--- src/rtl/core/tfrb_pkg.sv ---
// ----------------------------------------------------------------------------
// tfrb_pkg
// Shared types and constants of the terminated frame ring buffer.
// ----------------------------------------------------------------------------
package tfrb_pkg;

  localparam int unsigned DATA_W = 8;
  localparam int unsigned LEN_W  = 7;
  localparam int unsigned OP_W   = 2;

  typedef enum logic [OP_W-1:0] {
    OP_RECV  = 2'd0,
    OP_POLL  = 2'd1,
    OP_FETCH = 2'd2
  } op_t;

  typedef enum logic [0:0] {
    KIND_POLL  = 1'b0,
    KIND_FETCH = 1'b1
  } kind_t;

  typedef enum logic [2:0] {
    S_IDLE,
    S_POLL_RD,
    S_POLL_CHK,
    S_POLL_ANS,
    S_FETCH_RD,
    S_FETCH_LOAD
  } state_t;

endpackage

--- src/rtl/core/tfrb_ram.sv ---
// ----------------------------------------------------------------------------
// tfrb_ram
// Generic simple dual-port RAM, one write port, one read port, registered read.
// ----------------------------------------------------------------------------
module tfrb_ram #(
  parameter int unsigned WIDTH = 8,
  parameter int unsigned DEPTH = 64
) (
  input  logic                     clk,
  input  logic                     wr_en,
  input  logic [$clog2(DEPTH)-1:0] wr_addr,
  input  logic [WIDTH-1:0]         wr_data,
  input  logic                     rd_en,
  input  logic [$clog2(DEPTH)-1:0] rd_addr,
  output logic [WIDTH-1:0]         rd_data
);

  logic [WIDTH-1:0] mem_r [DEPTH];
  logic [WIDTH-1:0] rd_data_r;

  always_ff @(posedge clk) begin
    if (wr_en) begin
      mem_r[wr_addr] <= wr_data;
    end
    if (rd_en) begin
      rd_data_r <= mem_r[rd_addr];
    end
  end

  assign rd_data = rd_data_r;

endmodule

--- src/rtl/core/terminated_frame_ring_buffer_unit.sv ---
// ----------------------------------------------------------------------------
// terminated_frame_ring_buffer_unit
// Circular byte store with zero as the empty mark; poll counts a frame,
// fetch streams it out and clears the slots.
// ----------------------------------------------------------------------------
// Receive: written from idle. Poll: each slot is read, then checked, until an
// empty slot or a count of BUFFER_DEPTH, then the answer loads; fetch: each
// byte is read, then loaded, paced by the registered RAM read. One item at a time.
// A result waits in the output register; out_tready low stalls the walk.
// Reset (synchronous, rst_n low) clears positions, counts and slot valid bits.
// ----------------------------------------------------------------------------
module terminated_frame_ring_buffer_unit #(
  parameter int unsigned BUFFER_DEPTH = 64
) (
  input  logic        clk,
  input  logic        rst_n,
  // configuration: terminator
  input  logic        cfg_wr_en,
  input  logic [7:0]  cfg_wr_data,
  // input beats
  input  logic        in_tvalid,
  output logic        in_tready,
  input  logic [7:0]  in_tdata,   // [7:0] rx_byte
  input  logic [1:0]  in_tuser,   // [1:0] operation
  // result beats
  output logic        out_tvalid,
  input  logic        out_tready,
  output logic [15:0] out_tdata,  // [6:0] frame_length, [14:7] data_byte, [15] zero
  output logic [0:0]  out_tuser,  // [0] kind
  output logic        out_tlast
);

  localparam int unsigned AW = $clog2(BUFFER_DEPTH);
  localparam int unsigned CW = $clog2(BUFFER_DEPTH + 1);

  function automatic logic [AW-1:0] nxt_pos(input logic [AW-1:0] p);
    return (p == AW'(BUFFER_DEPTH - 1)) ? '0 : p + 1'b1;
  endfunction

  tfrb_pkg::state_t state_r, state_nxt;
  logic [AW-1:0] wr_pos_r, wr_pos_nxt;
  logic [AW-1:0] scan_pos_r, scan_pos_nxt;
  logic [AW-1:0] rd_pos_r, rd_pos_nxt;
  logic [CW-1:0] pend_r, pend_nxt;
  logic [CW-1:0] rem_r, rem_nxt;
  logic          done_r, done_nxt;
  logic [7:0]    term_r, term_nxt;
  logic [BUFFER_DEPTH-1:0] slot_vld_r, slot_vld_nxt;
  logic          vld_q_r;

  logic          out_vld_r, out_vld_nxt;
  logic          out_load;
  tfrb_pkg::kind_t out_kind_r, out_kind_nxt;
  logic [tfrb_pkg::LEN_W-1:0]  out_len_r, out_len_nxt;
  logic [tfrb_pkg::DATA_W-1:0] out_data_r, out_data_nxt;
  logic          out_last_r, out_last_nxt;

  logic          ram_we, ram_re;
  logic [AW-1:0] ram_raddr;
  logic [7:0]    ram_rdata;
  logic [7:0]    slot_byte;
  logic          out_free;
  tfrb_pkg::op_t in_op;

  tfrb_ram #(
    .WIDTH (tfrb_pkg::DATA_W),
    .DEPTH (BUFFER_DEPTH)
  ) u_store (
    .clk     (clk),
    .wr_en   (ram_we),
    .wr_addr (wr_pos_r),
    .wr_data (in_tdata),
    .rd_en   (ram_re),
    .rd_addr (ram_raddr),
    .rd_data (ram_rdata)
  );

  assign in_op     = tfrb_pkg::op_t'(in_tuser);
  assign slot_byte = vld_q_r ? ram_rdata : 8'd0;
  assign out_free  = !out_vld_r || out_tready;
  assign in_tready = (state_r == tfrb_pkg::S_IDLE);

  always_comb begin
    state_nxt    = state_r;
    wr_pos_nxt   = wr_pos_r;
    scan_pos_nxt = scan_pos_r;
    rd_pos_nxt   = rd_pos_r;
    pend_nxt     = pend_r;
    rem_nxt      = rem_r;
    done_nxt     = done_r;
    term_nxt     = cfg_wr_en ? cfg_wr_data : term_r;
    slot_vld_nxt = slot_vld_r;
    ram_we       = 1'b0;
    ram_re       = 1'b0;
    ram_raddr    = scan_pos_r;
    out_load     = 1'b0;
    out_vld_nxt  = out_vld_r && !out_tready;
    out_kind_nxt = out_kind_r;
    out_len_nxt  = out_len_r;
    out_data_nxt = out_data_r;
    out_last_nxt = out_last_r;

    case (state_r)
      tfrb_pkg::S_IDLE: begin
        if (in_tvalid) begin
          case (in_op)
            tfrb_pkg::OP_RECV: begin
              ram_we                 = 1'b1;
              slot_vld_nxt[wr_pos_r] = 1'b1;
              wr_pos_nxt             = nxt_pos(wr_pos_r);
            end
            tfrb_pkg::OP_POLL: begin
              if (done_r) begin
                pend_nxt = '0;
              end
              done_nxt  = 1'b0;
              state_nxt = tfrb_pkg::S_POLL_RD;
            end
            tfrb_pkg::OP_FETCH: begin
              if (pend_r == '0) begin
                rd_pos_nxt = scan_pos_r;
              end else begin
                rem_nxt   = pend_r;
                state_nxt = tfrb_pkg::S_FETCH_RD;
              end
            end
            default: ;
          endcase
        end
      end
      tfrb_pkg::S_POLL_RD: begin
        if (pend_r == CW'(BUFFER_DEPTH)) begin
          state_nxt = tfrb_pkg::S_POLL_ANS;
        end else begin
          ram_re    = 1'b1;
          ram_raddr = scan_pos_r;
          state_nxt = tfrb_pkg::S_POLL_CHK;
        end
      end
      tfrb_pkg::S_POLL_CHK: begin
        if (slot_byte != 8'd0) begin
          pend_nxt = pend_r + 1'b1;
          if (slot_byte == term_r) begin
            done_nxt = 1'b1;
          end
          scan_pos_nxt = nxt_pos(scan_pos_r);
          state_nxt    = tfrb_pkg::S_POLL_RD;
        end else begin
          state_nxt = tfrb_pkg::S_POLL_ANS;
        end
      end
      tfrb_pkg::S_POLL_ANS: begin
        if (out_free) begin
          out_load     = 1'b1;
          out_kind_nxt = tfrb_pkg::KIND_POLL;
          out_data_nxt = '0;
          out_last_nxt = 1'b1;
          if (done_r) begin
            out_len_nxt = tfrb_pkg::LEN_W'(pend_r);
          end else if (pend_r != '0 && term_r == 8'd0) begin
            done_nxt    = 1'b1;
            out_len_nxt = tfrb_pkg::LEN_W'(pend_r);
          end else begin
            out_len_nxt = '0;
          end
          state_nxt = tfrb_pkg::S_IDLE;
        end
      end
      tfrb_pkg::S_FETCH_RD: begin
        ram_re    = 1'b1;
        ram_raddr = rd_pos_r;
        state_nxt = tfrb_pkg::S_FETCH_LOAD;
      end
      tfrb_pkg::S_FETCH_LOAD: begin
        if (out_free) begin
          out_load               = 1'b1;
          out_kind_nxt           = tfrb_pkg::KIND_FETCH;
          out_len_nxt            = tfrb_pkg::LEN_W'(pend_r);
          out_data_nxt           = slot_byte;
          out_last_nxt           = (rem_r == CW'(1));
          slot_vld_nxt[rd_pos_r] = 1'b0;
          rem_nxt                = rem_r - 1'b1;
          if (rem_r == CW'(1)) begin
            rd_pos_nxt = scan_pos_r;
            pend_nxt   = '0;
            state_nxt  = tfrb_pkg::S_IDLE;
          end else begin
            rd_pos_nxt = nxt_pos(rd_pos_r);
            state_nxt  = tfrb_pkg::S_FETCH_RD;
          end
        end
      end
      default: begin
        state_nxt = tfrb_pkg::S_IDLE;
      end
    endcase

    if (out_load) begin
      out_vld_nxt = 1'b1;
    end
  end

  always_ff @(posedge clk) begin
    if (!rst_n) begin
      state_r    <= tfrb_pkg::S_IDLE;
      wr_pos_r   <= '0;
      scan_pos_r <= '0;
      rd_pos_r   <= '0;
      pend_r     <= '0;
      rem_r      <= '0;
      done_r     <= 1'b1;
      term_r     <= 8'd0;
      slot_vld_r <= '0;
      out_vld_r  <= 1'b0;
    end else begin
      state_r    <= state_nxt;
      wr_pos_r   <= wr_pos_nxt;
      scan_pos_r <= scan_pos_nxt;
      rd_pos_r   <= rd_pos_nxt;
      pend_r     <= pend_nxt;
      rem_r      <= rem_nxt;
      done_r     <= done_nxt;
      term_r     <= term_nxt;
      slot_vld_r <= slot_vld_nxt;
      out_vld_r  <= out_vld_nxt;
    end
  end

  always_ff @(posedge clk) begin
    if (ram_re) begin
      vld_q_r <= slot_vld_r[ram_raddr];
    end
    out_kind_r <= out_kind_nxt;
    out_len_r  <= out_len_nxt;
    out_data_r <= out_data_nxt;
    out_last_r <= out_last_nxt;
  end

  assign out_tvalid = out_vld_r;
  assign out_tdata  = {1'b0, out_data_r, out_len_r};
  assign out_tuser  = out_kind_r;
  assign out_tlast  = out_last_r;

  a_pend_bound: assert property (@(posedge clk) disable iff (!rst_n)
    pend_r <= CW'(BUFFER_DEPTH))
    else $error("pending count beyond store depth");

  a_chk_after_rd: assert property (@(posedge clk) disable iff (!rst_n)
    (state_r == tfrb_pkg::S_POLL_CHK) |-> ($past(state_r) == tfrb_pkg::S_POLL_RD))
    else $error("slot checked without a read issued");

  a_fetch_end: assert property (@(posedge clk) disable iff (!rst_n)
    (state_r == tfrb_pkg::S_FETCH_LOAD && out_free && rem_r == CW'(1))
      |=> (pend_r == '0 && rd_pos_r == scan_pos_r))
    else $error("fetch end left count or read position stale");

endmodule

--- config.mk ---
export PLATFORM = sky130hd
export DESIGN_NAME = terminated_frame_ring_buffer_unit
export DESIGN_NICKNAME = d
export VERILOG_FILES = /design/src/rtl/core/tfrb_pkg.sv /design/src/rtl/core/tfrb_ram.sv /design/src/rtl/core/terminated_frame_ring_buffer_unit.sv
export SDC_FILE = /design/constraint.sdc
export NUM_CORES = 1
export LEC_CHECK = 0
export ABC_CLOCK_PERIOD_IN_PS = 3800
export BUFFER_PORTS_ARGS = -buffer_cell sky130_fd_sc_hd__buf_2
export CAP_MARGIN = 20
export CORE_UTILIZATION = 63
export DETAILED_ROUTE_END_ITERATION = 10
export GPL_TIMING_DRIVEN = 1
export PLACE_DENSITY_LB_ADDON = 0.08
export SETUP_SLACK_MARGIN = 0.1
export SLEW_MARGIN = 20
export SYNTH_ARGS = -nofsm -noshare
export SYNTH_HDL_FRONTEND = slang
export SYNTH_HIERARCHICAL = 1
export SYNTH_SLANG_ARGS = --single-unit
--- constraint.sdc ---
create_clock -name clk -period 3.8 [get_ports clk]
set_input_delay 0.38 -clock clk [delete_from_list [all_inputs] [get_ports clk]]
set_output_delay 0.38 -clock clk [all_outputs]
set_load 0.05 [all_outputs]
# Yosys cells after proc, flatten, opt, wreduce, memory -nomap -nowiden
# Memory sizes are Yosys's and may differ from the RTL's. A register that Yosys moved wholly into a read port is not among the register bits.
# Cells that the tools add are included.
dict set report word_totals {
  regBits 127
  ram_bits 512
  word_cells 156
  memories 1
}
# memory words width rd rd_ports_with_merged_regs wr line_no
set memory_table {}
lappend memory_table {u_store.mem_r 64 8 1 1 1 tfrb_ram.sv:18} ;# logic [WIDTH-1:0] mem_r [DEPTH];
dict set report op_classes {
  add_sub_neg 5
  n_lt_le_gt_ge 5
  eq_ne 27
  mux 73
  bitwise 3
  n_reduce_logical 27
}
# op n
set ops {}
lappend ops {{$mux W64} 3}
lappend ops {{$pmux W64 S2} 1}
lappend ops {{$mux W7} 14}
lappend ops {{$and A64 B64 Y64} 1}
lappend ops {{$not A64 Y64} 1}
lappend ops {{$or A64 B64 Y64} 1}
lappend ops {{$mux W6} 9}
lappend ops {{$pmux W7 S2} 2}
lappend ops {{$mux W8} 3}
lappend ops {{$mux W1} 23}
lappend ops {{$lt A6 B7 Y1 const B} 3}
lappend ops {{$pmux W7 S3} 1}
lappend ops {{$add A6 B1 Y6 const B} 3}
lappend ops {{$eq A6 B6 Y1 const B} 3}
lappend ops {{$pmux W3 S6} 1}
lappend ops {{$pmux W8 S2} 1}
lappend ops {{$mux W3} 5}
lappend ops {{$reduce_and A5 Y1} 3}
lappend ops {{$ne A2 B2 Y1 const B} 7}
lappend ops {{$demux W1 S6} 2}
lappend ops {{$ge A6 B1 Y1 const B} 2}
lappend ops {{$pmux W6 S2} 1}
lappend ops {{$ne A2 B1 Y1 const B} 5}
lappend ops {{$eq A8 B8 Y1} 1}
lappend ops {{other kinds (33)} 44}

# Depth between registers and ports, before layout
# Gate-level depths: netlist of run 1.
dict set report depth {
  depth_word 8
  depth_mapped 15
  depth_no_buf 9
}

# Hierarchy
# The synthesis of run 1 kept the hierarchy.
# mod n_inst cells_per_inst area_per_inst_um2
set modules_own_cells {}
lappend modules_own_cells {tfrb_ram 1 940 20246.9}
lappend modules_own_cells {terminated_frame_ring_buffer_unit 1 821 6761.5}

# Least setup slack after synthesis of run 1
# OpenSTA, ideal clock, no wires.
dict set report synth_timing {
  kind {reg2reg}
  start {register state_r[1]}
  end {register u_store.rd_data_r[3], in the netlist u_store/rd_data[3] (read register of u_store.mem_r) (data pin)}
  setup_time_ns 0.266
  arrival_ns 2.903
  required_ns 3.534
  slack_ns 0.631
  stages_incl_launch_ff 13
  path_buffers 6
  period_less_slack_ns 3.169
  path_cell_list {dfxtp_1 > buf_6 > or3b_1 > buf_2 > buf_1 > mux2_2 > buf_4 > buf_2 > buf_2 > mux4_2 > mux4_2 > o21ai_1 > o41ai_1}
}
dict set report synth_between {
  elab_chain_len 2
}
# element line_no
set synth_lines {}
lappend synth_lines {{from (decl)} terminated_frame_ring_buffer_unit.sv:40} ;# tfrb_pkg::state_t state_r, state_nxt;
lappend synth_lines {{from (signal assigned)} terminated_frame_ring_buffer_unit.sv:205} ;# state_r <= tfrb_pkg::S_IDLE;
lappend synth_lines {{from (signal assigned)} terminated_frame_ring_buffer_unit.sv:216} ;# state_r <= state_nxt;
lappend synth_lines {{$eq A3 B3 Y1} terminated_frame_ring_buffer_unit.sv:103} ;# case (state_r)
lappend synth_lines {{$mux W6} --}
lappend synth_lines {{named net ram_raddr[1]} terminated_frame_ring_buffer_unit.sv:59} ;# logic [AW-1:0] ram_raddr;
lappend synth_lines {{to (decl)} tfrb_ram.sv:19} ;# logic [WIDTH-1:0] rd_data_r;
# The timed path passes the listed nets, and every way through them passes these cells.
# A chain may end at the register's enable or synchronous reset.

# Worst setup path after layout of run 1
dict set report layout_timing {
  start {register state_r[1]}
  end {memory u_store.mem_r[57][2], enable pin}
}
dict set report layout_between {
  elab_chain_len 4
}
# element line_no
set layout_lines {}
lappend layout_lines {{$logic_not A3 Y1} terminated_frame_ring_buffer_unit.sv:103}
lappend layout_lines {{$mux W1} terminated_frame_ring_buffer_unit.sv:103}
lappend layout_lines {{named net ram_we} terminated_frame_ring_buffer_unit.sv:58} ;# logic ram_we, ram_re;
lappend layout_lines {{$mux W1} tfrb_ram.sv:22} ;# if (wr_en) begin
lappend layout_lines {{$mux W1 (not written as such)} tfrb_ram.sv:23} ;# mem_r[wr_addr] <= wr_data;
lappend layout_lines {{to (decl)} tfrb_ram.sv:18}
# The timed path passes the listed nets, and every way through them passes these cells.

==> results.ini, run 1 <==
[final_layout]
num-fill-cells = 2645
syn2layout_area_growth_pct = 12.9
drive_above_1_share_pct = 21.8
fin_area_sq_um = 30500
fin_util_pct = 72.4
diodes = 0
finalNetCount = 1909

[status]
status = completed

[sta]
hold_slack_ns = 0.0267
rsz0062_at_grt = false
fin_crit_ns = 3.58
setup_tns_ns = 0
relSlewSlack_pct = 24.6
max_freq_mhz = 280
setup_violations = 0
post-route-period-util_pct = 94.1
tightest_slew_ns = 1.12
finalHoldViolations = 0
fin_skew_ns = 0.0135
slew_violations = 0

[die]
die_area_sq_um = 43700
rows = 75
core-area_sq_um = 42100
die_h_microns = 209
initial_core_util_pct = 64.1
die_x_microns = 209
ios = 43

[placement]
dpl.hpwl_mm = 41.5
place.gp.congestion = 0.929
io_buffers = 41
dpl_cell_area_sq_um = 28200

[detailed_routing]
drt_iter0_markers = 2347
route.detailed.drc = 0
wl_per_cell_microns = 26.9
ant_nets = 0
routed_wl_mm = 66.4
vias = 16483
avgViaCountPerCell = 6.67
drt-pass1-iter-count = 5

[power]
total_power_mw = 15.0
power_leakage_nw = 9.65
ir_drop_v = 0.000538
power_density_nw_per_um2 = 491

[clock_tree]
clk_path_buf_depth = 3
cts_buffers = 67
hold_buffers = 0
insertion_delay_ns = 0.61
cts_tree = built
root_buffer = clkbuf_16
clock_sinks = 647
cts_resized = 0
cts_setup_buffers = 0
htreeDepth = 3
clk_pin_slew_ns = 0.06

[worst_setup_path]
critical_path.max_fanout = 15
crit_family = simple AND/OR/NAND/NOR gates
critical_path_class = reg2reg
end_kind = flip-flop
critical_path_arrival_ns = 3.80
crit_path_frequent_cell = buf_4
worst-path-buf-inv = 4
crit_slowest_cell = nor2_1
ff2ff_setup_slack_ns = 0.22
crit_chain = buf_4 -> or3_4 -> inv_2 -> nand3_2 -> inv_1 -> buf_4 -> nand3_1 -> nor2_1
critical_path.max_stage_delay_ns = 0.92
required_ns = 4.02
worst_setup_path_start_kind = flip-flop

[synthesis]
yosysWarnings = 6
synth_seq_cells = 647
ys_seq_area_share_pct = 67.9
async_reset_ff_share_pct = 0
synth_cell_types = 84
synth-edff-count = 538
syn_avg_cell_area_sq_um = 15.3
synth_area_sq_um = 27000
ys.flop_type = edfxtp_1
syn_nets = 1791
synthCells = 1761

[grt]
overflow = 0
grt_pass1_wl_mm = 100
antenna_found_initial = 0
grt_max_degree = 55
grtUsageTotal_pct = 31.2
grt_pass1_vias = 16189

[worst_hold_path]
hold_path_class = in2reg

[flow_run]
maxCapViolations = 0

-- worst min-delay path, stage by stage --
cell,delay (ns)
buf_2,0.07
mux2i_1,0.05
nor2b_1,0.09
-- metrics by stage --
stage / setup slack [ns] / instances
floorplan: 0.631 / 1761
global placement: 0.341 / 2349
detailed placement: 0.315 / 2349
CTS: 0.269 / 2470
global route: 0.137 / 2470
finish: 0.222 / 2470
-- cell usage after synthesis, drive strengths merged, types with 12 or more instances --
cell	n	area, sq um
edfxtp	538	16200
nand2	151	569
mux4	126	2840
nor2	126	478
dfxtp	109	2180
a21oi	99	511
o21ai	91	455
mux2i	53	531
buf	50	360
clkbuf	50	188
nor2b	40	250
nand3	34	175
nor3	21	115
inv	19	73.8
mux2	16	180
nand2b	16	100
nand4	16	106
and3	15	93.8
a211oi	14	123
nor3b	12	90.1
-- path summary, 6_finish.rpt --
kind,startpoint,to,depth (start not counted)
max,state_r[1],u_store/mem_r[57][2],8
min,cfg_wr_data[2],term_r[2],3
max reg2reg,state_r[1],u_store/mem_r[57][2],8
min reg2reg,slot_vld_r[62],slot_vld_r[62],2
-- cell families after synthesis --
| kind of cell | after synthesis | synth area share [%] |
|---|---|---|
| muxes | 195 | 13.1 |
| buffers and inverters | 120 | 2.32 |
| AOI/OAI and AO/OA | 298 | 7.12 |
| other | 1 | 0.0139 |
| DFF | 647 | 67.9 |
| and+or+nand+nor | 474 | 8.58 |
| xor gates and xnor gates | 19 | 0.616 |
| adders and majority gates | 7 | 0.324 |
-- where the power goes --
group / total (mW) / switching [mW] / internal [mW]
Sequential: 7.74 / 0.0406 / 7.70
Combinational: 0.463 / 0.304 / 0.158
Clock: 6.77 / 2.75 / 4.01
Total: 15.0 / 3.10 / 11.9
-- cell usage in the layout, fill, tap and decap left out, types with 53 or more instances in the layout --
master       n
nor2_1     124
edfxtp_1   538
dfxtp_1    109
buf_4      105
a21oi_1     97
clkbuf_16   67
mux4_2     126
o21ai_0     86
mux2i_1     53
nand2_1    150
-- final cells by class --
class | instances | area (sq um) | area share (%)
Sequential cell | 647 | 18300 | 60.1
Multi-Input combinational cell | 994 | 8070 | 26.5
Clock buffer | 84 | 1800 | 5.90
Timing Repair Buffer | 149 | 1050 | 3.45
Tap cell | 539 | 674 | 2.21
Clock inverter | 37 | 477 | 1.56
Inverter | 20 | 82.6 | 0.271
-- metal layers --
metal  track usage, %  part of all wire (%)
met2             49.9                    49
met5                0                     0
met3             5.65                   9.2
met4             10.1                   2.8
met1             44.0                    39
-- registers in the layout (all words and copies together), names as in the netlist, 7 cells and up --
signal and flops:
out_len_r 7, term_r 8, u_store/mem_r 512, pend_r 7, slot_vld_r 64, out_data_r 8, rem_r 7, u_store/rd_data 8
Note: power is estimated with default switching activity, not from simulation.
==> run 2: changes to the inputs <==
Settings changed: CORE_UTILIZATION 63 to 62, SYNTH_HIERARCHICAL 1 to default, TNS_END_PERCENT from default to 1.
==> results.ini, run 2 <==
[synthesis]
yosysTopAreaCellShare_pct = 61.7  ; +1.9 points
synth_seq_cells = 647  ; unchanged
synth-edff-count = 538  ; unchanged
synth_area_sq_um = 26200  ; -3.1%
syn_avg_cell_area_sq_um = 15.2  ; -0.76%
yosys-top-cells-area = edfxtp_1 (62%), mux2i_1 (12%), dfxtp_1 (8.3%)
yosysMostFrequentCell = edfxtp_1
synthCells = 1720  ; -2.3%
yosysWarnings = 0  ; -6
syn_nets = 1750  ; -2.3%
synth_common_cells = edfxtp_1 (538), mux2i_1 (304), o22ai_1 (148)
yosysTopAreaCell = edfxtp_1
ys.flop_type = edfxtp_1
async_reset_ff_share_pct = 0  ; unchanged
ys_seq_area_share_pct = 70.0  ; +2.2 points
synth_cell_types = 66  ; -21%

[placement]
place.gp.congestion = 0.887  ; -4.6%
dpl_worst_slack_ns = 0.380  ; +0.0652 ns
io_buffers = 41  ; unchanged
dpl.hpwl_mm = 40.6  ; -2.3%

[final_layout]
final_cell_mix = edfxtp_1 (538), mux2i_1 (303), o22ai_1 (148)
regMostFlops = u_store.mem_r
num-fill-cells = 2596  ; -1.9%
fin_util_pct = 72.1  ; -0.31 points
finalNetCount = 1870  ; -2.0%
syn2layout_area_growth_pct = 13.4
multi_input_area_sq_um = 7310  ; -9.4%
mostFrequentLayoutCell = edfxtp_1
reg.largest.list = u_store.mem_r (512), slot_vld_r (64)
drive_above_1_share_pct = 17.6  ; -4.1 points
diodes = 0  ; unchanged
seqCellArea_sq_um = 18300  ; unchanged
largest_reg_flops = 512  ; unchanged

[worst_setup_path]
critical_path.startpoint = state_r[2]
critical_path_arrival_ns = 3.76  ; -0.04 ns
worstRegToRegCells = 7  ; -1
end_kind = flip-flop
critical_path.max_fanout = 17  ; +2
required_ns = 4.00  ; -0.02 ns
critical_path_class = reg2reg
worst_setup_path_start_kind = flip-flop
r2r_end = u_store.mem_r[43][6]
worstReg2RegStart = state_r[2]
critPathCapture = u_store.mem_r[43][6]
ff2ff_setup_slack_ns = 0.24  ; +0.02 ns

[detailed_routing]
drt_iter0_markers = 1727  ; -26%
avgViaCountPerCell = 6.58  ; -1.3%
route.detailed.drc = 0  ; unchanged
routed_wl_mm = 64.4  ; -3.0%
drt-pass1-iter-count = 5  ; unchanged
ant_nets = 0  ; unchanged
vias = 15953  ; -3.2%
wl_per_cell_microns = 26.6  ; -1.1%

[sta]
fin_crit_ns = 3.56  ; -0.0159 ns
setup_violations = 0  ; unchanged
post-route-period-util_pct = 93.7  ; -0.42 points
finalHoldViolations = 0  ; unchanged
slew_violations = 0  ; unchanged
fin_skew_ns = 0.0329  ; +0.0193 ns
tightest_slew_ns = 1.04  ; -0.0802 ns
max_freq_mhz = 281  ; +0.45%
relSlewSlack_pct = 30.5  ; +5.9 points
rsz0062_at_grt = false
setup_tns_ns = 0  ; unchanged
setup_slack_ns = 0.238  ; +0.0159 ns

[clock_tree]
cts_buffers = 66  ; -1.5%
clock_sinks = 647  ; unchanged
cts_tree = built
clk_pin_slew_ns = 0.06  ; about the same
root_buffer = clkbuf_16
hold_buffers = 0  ; unchanged
htreeDepth = 3  ; unchanged
insertion_delay_ns = 0.60  ; about the same
clk_path_buf_depth = 3  ; unchanged
cts_setup_buffers = 0  ; unchanged
cts_resized = 0  ; unchanged

[worst_hold_path]
hold_path_class = in2reg

[power]
power_density_nw_per_um2 = 551  ; +12%
ir_drop_v = 0.000472  ; -12%
power_leakage_nw = 11.7  ; +21%

[die]
core-area_sq_um = 41200  ; -2.2%
rows = 74  ; -1.3%
ios = 43  ; unchanged
die_x_microns = 207  ; -0.75%
die_h_microns = 207  ; -0.75%
initial_core_util_pct = 63.5  ; -0.56 points
die_area_sq_um = 43100  ; -1.5%

[status]
status = completed

[grt]
grt_max_degree = 60  ; +9.1%
grt_pass1_wl_mm = 96.1  ; -4.2%
grt_pass1_vias = 15494  ; -4.3%
grtUsageTotal_pct = 30.0  ; -1.2 points
overflow = 0  ; unchanged
antenna_found_initial = 1  ; +1

[flow_run]
maxCapViolations = 0  ; unchanged

run 2: changes by cell type in the layout (fill, tap and decap cells not counted), sizes merged, moves of 15 or more:
cell,delta
mux2i,+251
o22ai,+139
mux4,-126
nand2,-98
a21oi,-77
o21ai,-65
o221a,+60
o41ai,+34
nor2,-17
nand3,-15
run 2: kinds of logic (layout without fill, tap and decap cells):
family          Yosys count  in the layout  share of synthesized area [%]
buf+inv                 115            286                           2.09
mux                     306            306                           11.7
fa+ha+maj                 7              7                          0.335
simple gates            290            290                           5.47
xor+xnor                 19             19                          0.636
compound gates          335            335                           9.68
flops                   647            647                           70.0
other cells               1              1                         0.0143
run 2: power by group:
group	internal [mW]	leakage [nW]	switching [mW]	total [mW]
clock network	3.83	1.06	2.66	6.49
logic	0.734	4.90	1.18	1.91
registers	7.79	5.72	0.163	7.96
run 2: how the worst min path moves through the flow:
stage                        start  slack, ns         to  cells after the start
global route        cfg_wr_data[7]       0.06  term_r[7]                      3
detailed placement        rem_r[6]       0.47   rem_r[6]                      2
CTS                 cfg_wr_data[0]       0.05  term_r[0]                      3
floorplan                 rem_r[6]       0.44   rem_r[6]                      2
global placement          rem_r[6]       0.45   rem_r[6]                      2
finish              cfg_wr_data[0]       0.07  term_r[0]                      3
run 2: area by class of cell:
| class | count | area share (%) |
|---|---|---|
| Sequential cell | 647 | 61.8 |
| Clock inverter | 41 | 1.42 |
| Timing Repair Buffer | 154 | 3.93 |
| Clock buffer | 78 | 5.85 |
| Multi-Input combinational cell | 958 | 24.6 |
| Tap cell | 532 | 2.24 |
| Inverter | 13 | 0.164 |
run 2: per-stage QoR:
step	hold slack [ns]	instance area [sq um]	instances	power [mW]
after detailed placement	0.468	27500	2304	9.98
after global routing	0.0624	29700	2423	16.8
final	0.0659	29700	2423	16.4
after floorplan	0.437	26200	1720	9.40
after global placement	0.452	27500	2304	9.95
after CTS	0.0456	29700	2423	16.4
run 2: per-layer routing:
layer  part of all wire (%)  vias to the layer above  global-route usage [%]
met3                    8.2                      139                    5.26
met4                    3.3                        0                    11.3
met1                     42                     7991                    42.2
met2                     47                      745                    47.4
li1                       -                     7078                       -
met5                      0                        -                       0
run 2: critical path: stages, from the launching register on:
cell	delay [ns]
dfxtp_1	0.31
buf_4	0.19
or3_1	0.41
inv_2	0.16
nand3_1	0.24
nor2_1	0.43
nand3_1	0.55
nor2_1	0.88
